`src/design/spb_pkg.sv`:
```
// shared types, constants and helpers for the sorted palette builder
package spb_pkg;

  localparam int DEPTH_DEFAULT = 256;
  localparam int COLOR_W       = 24;
  localparam int CH_W          = 8;
  localparam int IDX_OUT_W     = 8;
  localparam int CNT_OUT_W     = 9;
  localparam int CFG_IDX_W     = 2;
  localparam int CFG_DATA_W    = 24;

  localparam logic [CH_W-1:0] ALPHA_OPAQUE = 8'hFF;

  // operation codes
  typedef enum logic [1:0] {
    OP_CLEAR = 2'd0,
    OP_ADD   = 2'd1,
    OP_MAP   = 2'd2,
    OP_READ  = 2'd3
  } op_t;

  // configuration register indexes
  localparam logic [CFG_IDX_W-1:0] CFG_TRANSPARENT_EN  = 2'd0;
  localparam logic [CFG_IDX_W-1:0] CFG_TRANSPARENT_COL = 2'd1;
  localparam logic [CFG_IDX_W-1:0] CFG_BGR_ORDER       = 2'd2;

  typedef struct packed {
    logic [CH_W-1:0] red;
    logic [CH_W-1:0] green;
    logic [CH_W-1:0] blue;
  } rgb_t;

  // status from the search unit to the sequencer
  typedef struct packed {
    logic busy;
    logic done;
    logic found;
  } srch_stat_t;

  function automatic rgb_t split_color(input logic [COLOR_W-1:0] c, input logic bgr);
    rgb_t res;
    res.green = c[15:8];
    if (bgr) begin
      res.red  = c[7:0];
      res.blue = c[23:16];
    end else begin
      res.red  = c[23:16];
      res.blue = c[7:0];
    end
    return res;
  endfunction

endpackage

```
`src/design/spb_search.sv`:
```
// binary search unit: each probe passes an issue state and a compare state through the ram read port
module spb_search import spb_pkg::*; #(
  parameter int TABLE_DEPTH = DEPTH_DEFAULT
) (
  input  logic                               clk,
  input  logic                               rst,
  input  logic                               start,
  input  logic [COLOR_W-1:0]                 key,
  input  logic [$clog2(TABLE_DEPTH+1)-1:0]   count,
  input  logic [COLOR_W-1:0]                 rd_data,
  output logic [$clog2(TABLE_DEPTH)-1:0]     rd_addr,
  output logic [$clog2(TABLE_DEPTH+1)-1:0]   pos,
  output srch_stat_t                         stat
);

  localparam int AW = $clog2(TABLE_DEPTH);
  localparam int CW = $clog2(TABLE_DEPTH + 1);

  typedef enum logic [1:0] {S_IDLE, S_ISSUE, S_CMP} state_t;

  state_t             state;
  logic [COLOR_W-1:0] key_reg;
  logic [CW-1:0]      lo;
  logic [CW-1:0]      hi;
  logic [AW-1:0]      mid;
  logic [CW:0]        span_sum;
  logic               key_lt;
  logic               key_eq;
  logic               done;
  logic               found;

  // shared comparator
  assign key_lt = key_reg < rd_data;
  assign key_eq = key_reg == rd_data;

  assign span_sum = {1'b0, lo} + {1'b0, hi};
  assign rd_addr  = AW'(span_sum >> 1);

  assign stat.busy  = (state != S_IDLE);
  assign stat.done  = done;
  assign stat.found = found;

  always_ff @(posedge clk) begin
    if (rst) begin
      state <= S_IDLE;
      done  <= 1'b0;
      found <= 1'b0;
    end else begin
      done <= 1'b0;
      unique case (state)
        S_IDLE: begin
          if (start) begin
            key_reg <= key;
            lo      <= '0;
            hi      <= count;
            state   <= S_ISSUE;
          end
        end
        S_ISSUE: begin
          if (lo < hi) begin
            mid   <= rd_addr;
            state <= S_CMP;
          end else begin
            done  <= 1'b1;
            found <= 1'b0;
            pos   <= lo;
            state <= S_IDLE;
          end
        end
        S_CMP: begin
          if (key_eq) begin
            done  <= 1'b1;
            found <= 1'b1;
            pos   <= CW'(mid);
            state <= S_IDLE;
          end else begin
            if (key_lt) begin
              hi <= CW'(mid);
            end else begin
              lo <= CW'(mid) + 1'b1;
            end
            state <= S_ISSUE;
          end
        end
        default: state <= S_IDLE;
      endcase
    end
  end

`ifndef NO_ASSERTIONS
  a_bounds_order: assert property (@(posedge clk) disable iff (rst)
    (state != S_IDLE) |-> (lo <= hi))
    else $error("search bounds crossed");

  a_probe_in_range: assert property (@(posedge clk) disable iff (rst)
    (state == S_CMP) |-> ((CW'(mid) >= lo) && (CW'(mid) < hi)))
    else $error("probe outside search window");

  a_hit_from_compare: assert property (@(posedge clk) disable iff (rst)
    (done && found) |-> $past(state == S_CMP))
    else $error("hit reported without a compare");
`endif

endmodule

```
`config.mk`:
```
export PLATFORM = sky130hd
export DESIGN_NAME = spb_search
export DESIGN_NICKNAME = d
export VERILOG_FILES = /design/src/design/spb_pkg.sv /design/src/design/spb_search.sv
export SDC_FILE = /design/constraint.sdc
export NUM_CORES = 1
export LEC_CHECK = 0
export BUFFER_PORTS_ARGS = -buffer_cell sky130_fd_sc_hd__buf_4
export CELL_PAD_IN_SITES_DETAIL_PLACEMENT = 0
export CELL_PAD_IN_SITES_GLOBAL_PLACEMENT = 1
export CORE_ASPECT_RATIO = 1.1
export CORE_MARGIN = 4
export CORE_UTILIZATION = 46
export CTS_CLUSTER_DIAMETER = 120
export CTS_CLUSTER_SIZE = 16
export DETAILED_ROUTE_END_ITERATION = 10
export HOLD_SLACK_MARGIN = 0.1
export PLACE_DENSITY = 0.92
export SLEW_MARGIN = 15
export SYNTH_ARGS = -nofsm -noshare
export SYNTH_HDL_FRONTEND = slang
export SYNTH_SLANG_ARGS = --single-unit
```
`constraint.sdc`:
```
create_clock -name clk -period 7.8 [get_ports clk]
set_clock_uncertainty 0.15 [all_clocks]
set_input_delay 0.39 -clock clk [delete_from_list [all_inputs] [get_ports clk]]
set_output_delay 0.39 -clock clk [all_outputs]
set_load 0.005 [all_outputs]
```
After elaboration in Yosys (flattened, before gate mapping)
Index checks and enable logic that the tools add are counted.
{"block": "classes", "multipliers": 0, "n_reduce_logical": 10, "bitwise_logic": 1, "eq_ne": 9, "mux": 21, "addsub": 2, "shift": 0, "order_cmp": 2, "n_div": 0}
{"operator": "$mux W9", "count": 8}
{"operator": "$pmux W9 S2", "count": 3}
{"operator": "$eq A24 B24 Y1", "count": 1}
{"operator": "$lt A24 B24 Y1", "count": 1}
{"operator": "$ne A2 B2 Y1 const B", "count": 6}
{"operator": "$reduce_and A5 Y1", "count": 2}
{"operator": "$add A8 B1 Y9 const B", "count": 1}
{"operator": "$add A9 B9 Y9", "count": 1}
{"operator": "$lt A9 B9 Y1", "count": 1}
{"operator": "$reduce_and A3 Y1", "count": 3}
{"operator": "$pmux W2 S3", "count": 1}
{"operator": "$reduce_bool A2 Y1", "count": 3}
{"operator": "$mux W1", "count": 5}
{"operator": "$mux W2", "count": 2}
{"operator": "$pmux W1 S2", "count": 2}
{"operator": "$reduce_and A4 Y1", "count": 1}
{"operator": "$eq A2 B1 Y1 const B", "count": 1}
{"operator": "$eq A2 B2 Y1 const B", "count": 1}
{"operator": "$logic_not A2 Y1", "count": 1}
{"operator": "$not A1 Y1", "count": 1}
{"block": "word_totals", "mem_bits_ro": 0, "regBits": 63, "ramBits": 0, "wordCells": 53, "n_memories": 0, "out_inout_bits": 20, "latch_bits": 0}

Depth between registers and ports, before layout
Gate-level depths: netlist (run 1).
{"block": "logic_depth", "word_depth": 4, "ltp_mapped": 7, "ltp_nobuf": 7}

Least setup slack after synthesis (run 1)
No wires, ideal clock.
{"block": "synth_timing", "kind": "input -> register", "startpoint": "input rd_data[14]", "endpoint": "register hi[0] (enable)", "arrival_time_ns": 2.328, "path_buffers": 0, "stages": 7, "path_slack_ns": 4.934, "path_cell_list": "inv_1 > ha_1 > a21oi_2 > nand2_1 > a221o_1 > or3_1 > o21ai_0"}
{"block": "synth_via", "elab_chain_len": 3}
{"element": "from (decl)", "line_no": "spb_search.sv:10", "rtl": "input logic [COLOR_W-1:0] rd_data,"}
{"element": "$lt A24 B24 Y1 / $eq A24 B24 Y1 (equally long branches)", "line_no": "spb_search.sv:33, spb_search.sv:34"}
{"element": "$ne A2 B2 Y1 (no source line)"}
{"element": "$reduce_and A5 Y1 (no source line) (*)"}
{"element": "to (signal assigned)", "line_no": "spb_search.sv:55", "rtl": "hi <= count;"}
{"element": "to (signal assigned)", "line_no": "spb_search.sv:78", "rtl": "hi <= CW'(mid);"}
{"element": "to (decl)", "line_no": "spb_search.sv:24", "rtl": "logic [CW-1:0] hi;"}
Every way passes the cells marked *; elsewhere a longest branch is shown, timed or not.
A chain may end at the register's enable or synchronous reset.

Final worst setup path (run 1)
{"block": "layout_timing", "startpoint": "register lo[2]", "endpoint": "output rd_addr[6]"}
{"block": "layout_via", "elab_chain_len": 1}
{"element": "from (decl)", "line_no": "spb_search.sv:23", "rtl": "logic [CW-1:0] lo;"}
{"element": "from (signal assigned)", "line_no": "spb_search.sv:80", "rtl": "lo <= CW'(mid) + 1'b1;"}
{"element": "$add A9 B9 Y9", "line_no": "spb_search.sv:36", "rtl": "assign span_sum = {1'b0, lo} + {1'b0, hi};"}
{"element": "to (decl)", "line_no": "spb_search.sv:11", "rtl": "output logic [$clog2(TABLE_DEPTH)-1:0] rd_addr,"}
Every way passes these cells.

==> results of run 1 <==
==> kinds of logic (layout without fill, tap and decap cells) <==
group                      count (synthesis)  count (layout)  share of synthesized area (%)
AOI/OAI and AO/OA                         60              60                           9.81
xor gates and xnor gates                  12              12                           2.89
adders and majority gates                 45              45                           15.7
buffers and inverters                     64             179                           6.82
DFF                                       63              63                           51.0
and+or+nand+nor                           90              90                           13.8
==> through the flow <==
step	setup slack [ns]	cells	cell area, um^2	util (%)	power [mW]
5_1_grt	4.54	554	4810	63.7	0.989
6_report	4.71	554	4810	63.7	0.943
3_3_place_gp	5.07	514	4350	57.6	0.615
3_5_place_dp	5.01	514	4350	57.6	0.621
4_1_cts	4.67	554	4810	63.7	0.952
2_1_floorplan	4.93	334	3630	-	0.530
==> worst min path at each step <==
stage / start / end / slack [ns] / cells past startpoint
2_1_floorplan: state[1] / state[1] / 0.31 / 2
3_3_place_gp: state[1] / state[1] / 0.33 / 2
3_5_place_dp: state[1] / state[1] / 0.35 / 2
4_1_cts: rst / state[0] / 0.12 / 2
5_1_grt: rst / state[1] / 0.14 / 2
6_report: rst / state[0] / 0.14 / 2
==> routing by layer <==
layer / track usage, % / vias to the layer above
li1: - / 1384
met1: 19.4 / 1270
met2: 33.3 / 84
met3: 4.98 / 11
met4: 7.10 / 0
met5: 0 / -
==> cells in the final DEF (no fill, tap or decap), types with 2 or more instances in the layout <==
cell,synthesis,final
nor2_2,1,2
o21ba_2,2,2
nand2b_1,3,3
nor2b_1,8,8
xnor2_1,6,6
buf_4,2,82
a21oi_1,21,21
clkbuf_1,5,2
dlygate4sd3_1,0,24
and4_1,2,2
bufinv_16,0,2
a211oi_1,3,3
o21ai_0,22,22
nand3_1,6,6
nor3_1,4,4
nor2_1,17,16
dfxtp_1,4,4
ha_1,44,44
inv_1,57,57
edfxtp_1,59,59
and2_1,7,7
nand4_1,5,5
nor3b_1,2,2
clkbuf_8,0,11
xor2_1,6,6
nand2_1,21,21
nand4_2,2,2
and3_1,5,5
nand3b_1,2,2
==> where the power goes <==
part / leakage, nW / internal (mW) / total (mW) / switching, mW
Sequential: 0.583 / 0.404 / 0.417 / 0.0124
Clock: 0.114 / 0.197 / 0.321 / 0.123
Combinational: 1.47 / 0.101 / 0.205 / 0.104
Total: 2.16 / 0.703 / 0.943 / 0.240
==> cell type report <==
type	count	area [um^2]	area share [%]
flip-flops and latches	63	1850	38.5
repair buffers	106	856	17.8
clock inverters	3	65.1	1.35
clock buffers	13	159	3.30
multi-input cells	207	1540	31.9
well taps	105	131	2.73
inverters	57	214	4.45
==> what timing repair did <==
item	4_1_cts	5_1_grt
hold buffers	24	0
setup buffers	0	0
hold endpoints to repair	24	0
==> metrics.csv, run 1 <==
stage,metric,value,unit
global_routing,largest net degree at the start of global routing,43,
die,Die Wd,92.7,um
worst_setup_path,CP startpoint kind,register,
logic_synthesis,"EDFF count, synth",59,
timing,count of final hold-check violations,0,
clock_tree,CTS Root Cell,clkbuf_8,
die,die area,9390,um^2
placed_design,Port-buffer cells,79,
min_path,Hold/Removal Path Class,input pin to register,
clock_tree,clock sinks,63,
timing,final setup TNS,0,ns
die,Ports,80,
timing,Fin Hold WS,0.138,ns
worst_setup_path,worst-case reg-to-reg path depth,6,
die,Initial Util,48.1,%
logic_synthesis,Mapped Nets,439,
placed_design,hpwl dp,5860,um
logic_synthesis,post-synthesis sequential area ratio,51.0,%
logic_synthesis,most common cell in the netlist,edfxtp_1,
drt,DR WL met2,4200,um
logic_synthesis,Synth area leaders,"edfxtp_1, ha_1, inv_1",
clock_tree,Worst-Skew Late Latency,0.33,ns
worst_setup_path,CP required,7.26,ns
worst_setup_path,"CP delay by family, top",compound AO/OA/AOI/OAI gates,
logic_synthesis,Syn Area/Cell,10.9,um^2
worst_setup_path,slowest cell on the critical path,edfxtp_1,
flow_run,Max-Cap Viols,0,
finish,Largest register FFs,24,
timing,fin. max-slew vios,0,
finish,Antenna diodes,0,
power_and_ir_drop,Pwr Density,196,nW/um^2
global_routing,vias in the first global route,2866,
worst_setup_path,WP buf/inv,1,
clock_tree,CTS tree,done,
die,Chip Height,101,um
logic_synthesis,Syn Std Cell Area,3630,um^2
finish,fillers,606,
global_routing,grt total ovfl,0,
drt,Final ANT Viol Nets,0,
clock_tree,depth of the CTS H-tree,3,
placed_design,RD Place Congestion,0.858,
finish,proportion of layout cells with a drive suffix above 1,23.2,%
logic_synthesis,Post-synth ARST share,0,%
clock_tree,CTS Buffer Depth,2,
drt,wire per inst,14.6,um
timing,final worst-path cycle share,39.7,%
drt,wire length on met1,3210,um
logic_synthesis,Yosys Warn Count,0,
finish,area added between synthesis and finish,32.5,%
clock_tree,clk slew on worst S/H paths,0.07,ns
logic_synthesis,Synth Register Bits,63,
worst_setup_path,reg-to-reg setup timing slack,5.16,ns
drt,iteration count of the initial detailed-routing pass,5,
die,CORE AREA,7560,um^2
worst_setup_path,Worst setup startpoint,lo[2],
timing,RSZ-0062 raised after global routing,false,
worst_setup_path,CP Depth,7,
logic_synthesis,post-synth top area cell,edfxtp_1,
worst_setup_path,crit-path cells,ha_1 > nor4bb_1 > o31ai_1 > a21oi_1 > nor4b_1 > a211oi_1 > buf_4,
worst_setup_path,crit-path max cell delay,0.42,ns
clock_tree,cts bufs inserted,9,
timing,slew at the pin closest to its max-slew limit,1.15,ns
drt,metal3 WL,547,um
timing,Slew headroom,23.6,%
logic_synthesis,ys flop type,edfxtp_1,
timing,fmax,323,MHz
global_routing,first-pass GRT wire length,13000,um
status,status,"finished, final reports clean",
logic_synthesis,synth unique cells,44,
logic_synthesis,area share of the largest cell type after synthesis,48.8,%
global_routing,total track usage,18.0,%
logic_synthesis,Post-Syn Instances,334,
drt,Via Count,2749,
power_and_ir_drop,Max VDD drop,0.176,mV
global_routing,antenna violations before repair,0,
worst_setup_path,CP Max Fanout,6,
drt,Top Layer Used,met4,
worst_setup_path,Worst Path Arrival,2.55,ns
logic_synthesis,Commonest cells post-synth,"edfxtp_1, inv_1, ha_1",
drt,DR vias/cell,4.96,
drt,DRC Markers,0,
worst_setup_path,critical path class,register to output port,
power_and_ir_drop,leakage power total,2.16,nW
drt,Initial DRC Count,89,
timing,Final setup violation count,0,
clock_tree,cts repair resizes,0,
worst_setup_path,crit end category,output port,
worst_setup_path,Worst R2R End,mid[6],
die,Rows,33,
drt,DRT Wirelength,8080,um
finish,nets,549,
worst_setup_path,RR Startpoint,lo[6],
timing,min cycle time layout,3.09,ns
worst_setup_path,crit path capture,rd_addr[6],
(Power assumes the default switching activity.)
==> run 2, diff against run 1 <==
--- a/config.mk
+++ b/config.mk
@@ -10,12 +10,12 @@
 export CELL_PAD_IN_SITES_GLOBAL_PLACEMENT = 1
 export CORE_ASPECT_RATIO = 1.1
 export CORE_MARGIN = 4
-export CORE_UTILIZATION = 46
+export CORE_UTILIZATION = 38
 export CTS_CLUSTER_DIAMETER = 120
 export CTS_CLUSTER_SIZE = 16
 export DETAILED_ROUTE_END_ITERATION = 10
 export HOLD_SLACK_MARGIN = 0.1
-export PLACE_DENSITY = 0.92
+export PLACE_DENSITY = 0.82
 export SLEW_MARGIN = 15
 export SYNTH_ARGS = -nofsm -noshare
 export SYNTH_HDL_FRONTEND = slang
==> constraint.sdc (replaced) <==
create_clock -name clk -period 2.5 [get_ports clk]
set_clock_uncertainty 0.15 [all_clocks]
set_input_delay 0.125 -clock clk [delete_from_list [all_inputs] [get_ports clk]]
set_output_delay 0.125 -clock clk [all_outputs]
set_load 0.005 [all_outputs]
==> run 2 against run 1 <==
The flow now finishes with violations (setup timing); sequential share of layout area shrank 5.3 points; largest cell class unchanged; final cell count grew 12%; global-route usage shrank 1.7 points; critical path depth grew 2; hold slack gained 0.21 ns; routed wire length grew 9.7%.
==> metrics.csv, run 2 (synthesized netlist as in run 1, its figures left out) <==
stage,metric,value,unit,change
global_routing,met2 usage,29.6,%,was 33.3%
min_path,hold-critical path endpoint,key_reg[6],,was state[0]
min_path,Hold/Removal Path Class,input pin to register,,unchanged
die,Ports,80,,unchanged
global_routing,largest net degree at the start of global routing,28,,was 43
worst_setup_path,RR Startpoint,key_reg[12],,was lo[6]
drt,DRC Markers,0,,unchanged
placed_design,hpwl dp,6180,um,was 5860 um
timing,count of final hold-check violations,0,,unchanged
drt,DR vias/cell,4.83,,was 4.96
drt,Via Count,2996,,"was 2,749"
global_routing,GRT busiest layer,met2,,unchanged
timing,Final setup violation count,2,,was 0
clock_tree,clock sinks,63,,unchanged
placed_design,RD Place Congestion,0.803,,was 0.858
timing,fin. max-slew vios,0,,unchanged
drt,wire per inst,14.3,um,was 14.6 um
worst_setup_path,critical path class,register to output port,,unchanged
die,die area,11200,um^2,was 9390 um^2
clock_tree,cts bufs inserted,9,,unchanged
min_path,hold path startpoint,key[6],,was rst
status,failing checks,setup timing,,
drt,Final ANT Viol Nets,0,,unchanged
die,Rows,37,,was 33
worst_setup_path,worst-case reg-to-reg path depth,7,,was 6
finish,fillers,768,,was 606
placed_design,pre-CTS setup slack,-0.235,ns,was 5.01 ns
timing,slew at the pin closest to its max-slew limit,0.553,ns,was 1.15 ns
global_routing,vias in the first global route,3215,,"was 2,866"
finish,most frequent cells in the layout,"buf_4, edfxtp_1, inv_1, dlygate4sd3_1, ha_1",,"was buf_4, edfxtp_1, inv_1, ha_1, dlygate4sd3_1"
die,Initial Util,38.9,%,was 48.1%
worst_setup_path,Worst Path Arrival,2.26,ns,was 2.55 ns
clock_tree,clk slew on worst S/H paths,0.07,ns,about the same
power_and_ir_drop,Pwr Density,577,nW/um^2,was 196 nW/um^2
clock_tree,Worst-Skew Late Latency,0.34,ns,was 0.33 ns
clock_tree,CTS Buffer Depth,2,,unchanged
clock_tree,CTS Root Cell,clkbuf_8,,unchanged
worst_setup_path,crit end category,output port,,unchanged
drt,DRT Wirelength,8870,um,was 8080 um
global_routing,total track usage,16.2,%,was 18.0%
finish,nets,603,,was 549
timing,Final Worst Setup Slack,-0.0359,ns,was 4.71 ns
die,CORE AREA,9350,um^2,was 7560 um^2
timing,final worst-path cycle share,101,%,
timing,Slew headroom,62.8,%,was 23.6%
min_path,Hold Path Stages,2,,unchanged
die,Chip Height,111,um,was 101 um
clock_tree,CTS tree,done,,unchanged
finish,proportion of layout cells with a drive suffix above 1,35.8,%,was 23.2%
worst_setup_path,CP Max Fanout,2,,was 6
flow_run,Max-Cap Viols,0,,unchanged
clock_tree,depth of the CTS H-tree,3,,unchanged
worst_setup_path,CP required,2.23,ns,was 7.26 ns
timing,min cycle time layout,2.54,ns,
global_routing,first-pass GRT wire length,14400,um,"was 13,000 um"
power_and_ir_drop,Max VDD drop,0.337,mV,was 0.176 mV
finish,Antenna diodes,0,,unchanged
worst_setup_path,reg-to-reg setup timing slack,0.06,ns,was 5.16 ns
timing,RSZ-0062 raised after global routing,true,,was false
global_routing,grt total ovfl,0,,unchanged
drt,iteration count of the initial detailed-routing pass,6,,was 5
finish,area added between synthesis and finish,53.7,%,was 32.5%
placed_design,Inst Count DP,560,,was 514
die,Die Wd,101,um,was 92.7 um
global_routing,M1 GR Usage,17.9,%,was 19.4%
drt,Initial DRC Count,92,,was 89
finish,Largest register FFs,24,,unchanged
global_routing,antenna violations before repair,0,,unchanged
power_and_ir_drop,leakage power total,2.47,nW,was 2.16 nW
timing,fmax,394,MHz,
global_routing,grt met3 use,3.92,%,was 4.98%
status,status,"complete, but fails checks",,"was finished, final reports clean"
finish,final std cells w/o fill,620,,was 554
worst_setup_path,CP startpoint kind,register,,unchanged
finish,"commonest non-fill, non-tap cell in the layout",buf_4,,unchanged
placed_design,Port-buffer cells,79,,unchanged
worst_setup_path,Worst R2R End,lo[8],,was mid[6]
## run 2: cell types whose count changed in the layout (fill, tap and decap cells not counted), sizes merged
cell,change
buf,+41
dlygate4sd3,+12
a211o,+1
## run 2: worst max path at each step
stage | start | endpoint | slack (ns) | cells after the start
detailed placement | key_reg[14] | pos[0] | -0.23 | 5
CTS | hi[2] | rd_addr[6] | -0.04 | 8
global route | lo[1] | rd_addr[7] | -0.12 | 9
floorplan | key_reg[14] | hi[0] | 0.11 | 6
finish | lo[1] | rd_addr[7] | -0.04 | 9
global placement | key_reg[14] | pos[5] | -0.18 | 5
## run 2: worst max-delay path: stages (launching register included)
cell and delay, ns:
edfxtp_1 0.39, buf_6 0.13, inv_4 0.03, fa_2 0.41, o21ba_4 0.24, o21ai_2 0.15
a21oi_2 0.10, a21oi_2 0.18, xnor2_2 0.15, buf_4 0.15
## run 2: metal layers
metal	vias to the layer above	share of wire, %
li1	1497	-
met3	10	5.7
met5	-	0
met4	0	1.0
met2	79	53
met1	1410	40
## run 2: timing repair
item	CTS	global route
setup endpoints to repair	30	31
gates cloned	1	0
gates resized for setup	29	16
hold buffers	36	0
pin swaps	12	12
endpoints found under the hold margin	36	0
setup buffers	7	1
## run 2: report_power, final
group	total [mW]	leakage, nW	switching, mW	internal, mW
clock	1.04	0.120	0.400	0.643
combinational	0.874	1.77	0.399	0.475
sequential	1.30	0.583	0.0436	1.26
## run 2: metrics by stage
step	hold WS (ns)	power, mW	area [um^2]	TNS, ns	utilization, %
finish	0.352	3.22	5590	-0.0546	59.7
global route	0.340	3.38	5590	-0.422	59.7
CTS	0.332	3.22	5470	-0.0840	58.5
detailed placement	0.154	2.02	4640	-4.46	49.6
global placement	0.154	2.00	4640	-3.44	49.6
floorplan	0.0739	1.66	3640	0	-
## run 2: layout make-up
cell class	count	area, um^2	share of cell area [%]
repair buffers	159	1320	23.6
flip-flops and latches	63	1850	33.2
clock inverters	3	65.1	1.16
clock buffers	13	169	3.02
multi-input cells	208	1820	32.5
well taps	117	146	2.62
inverters	57	216	3.88
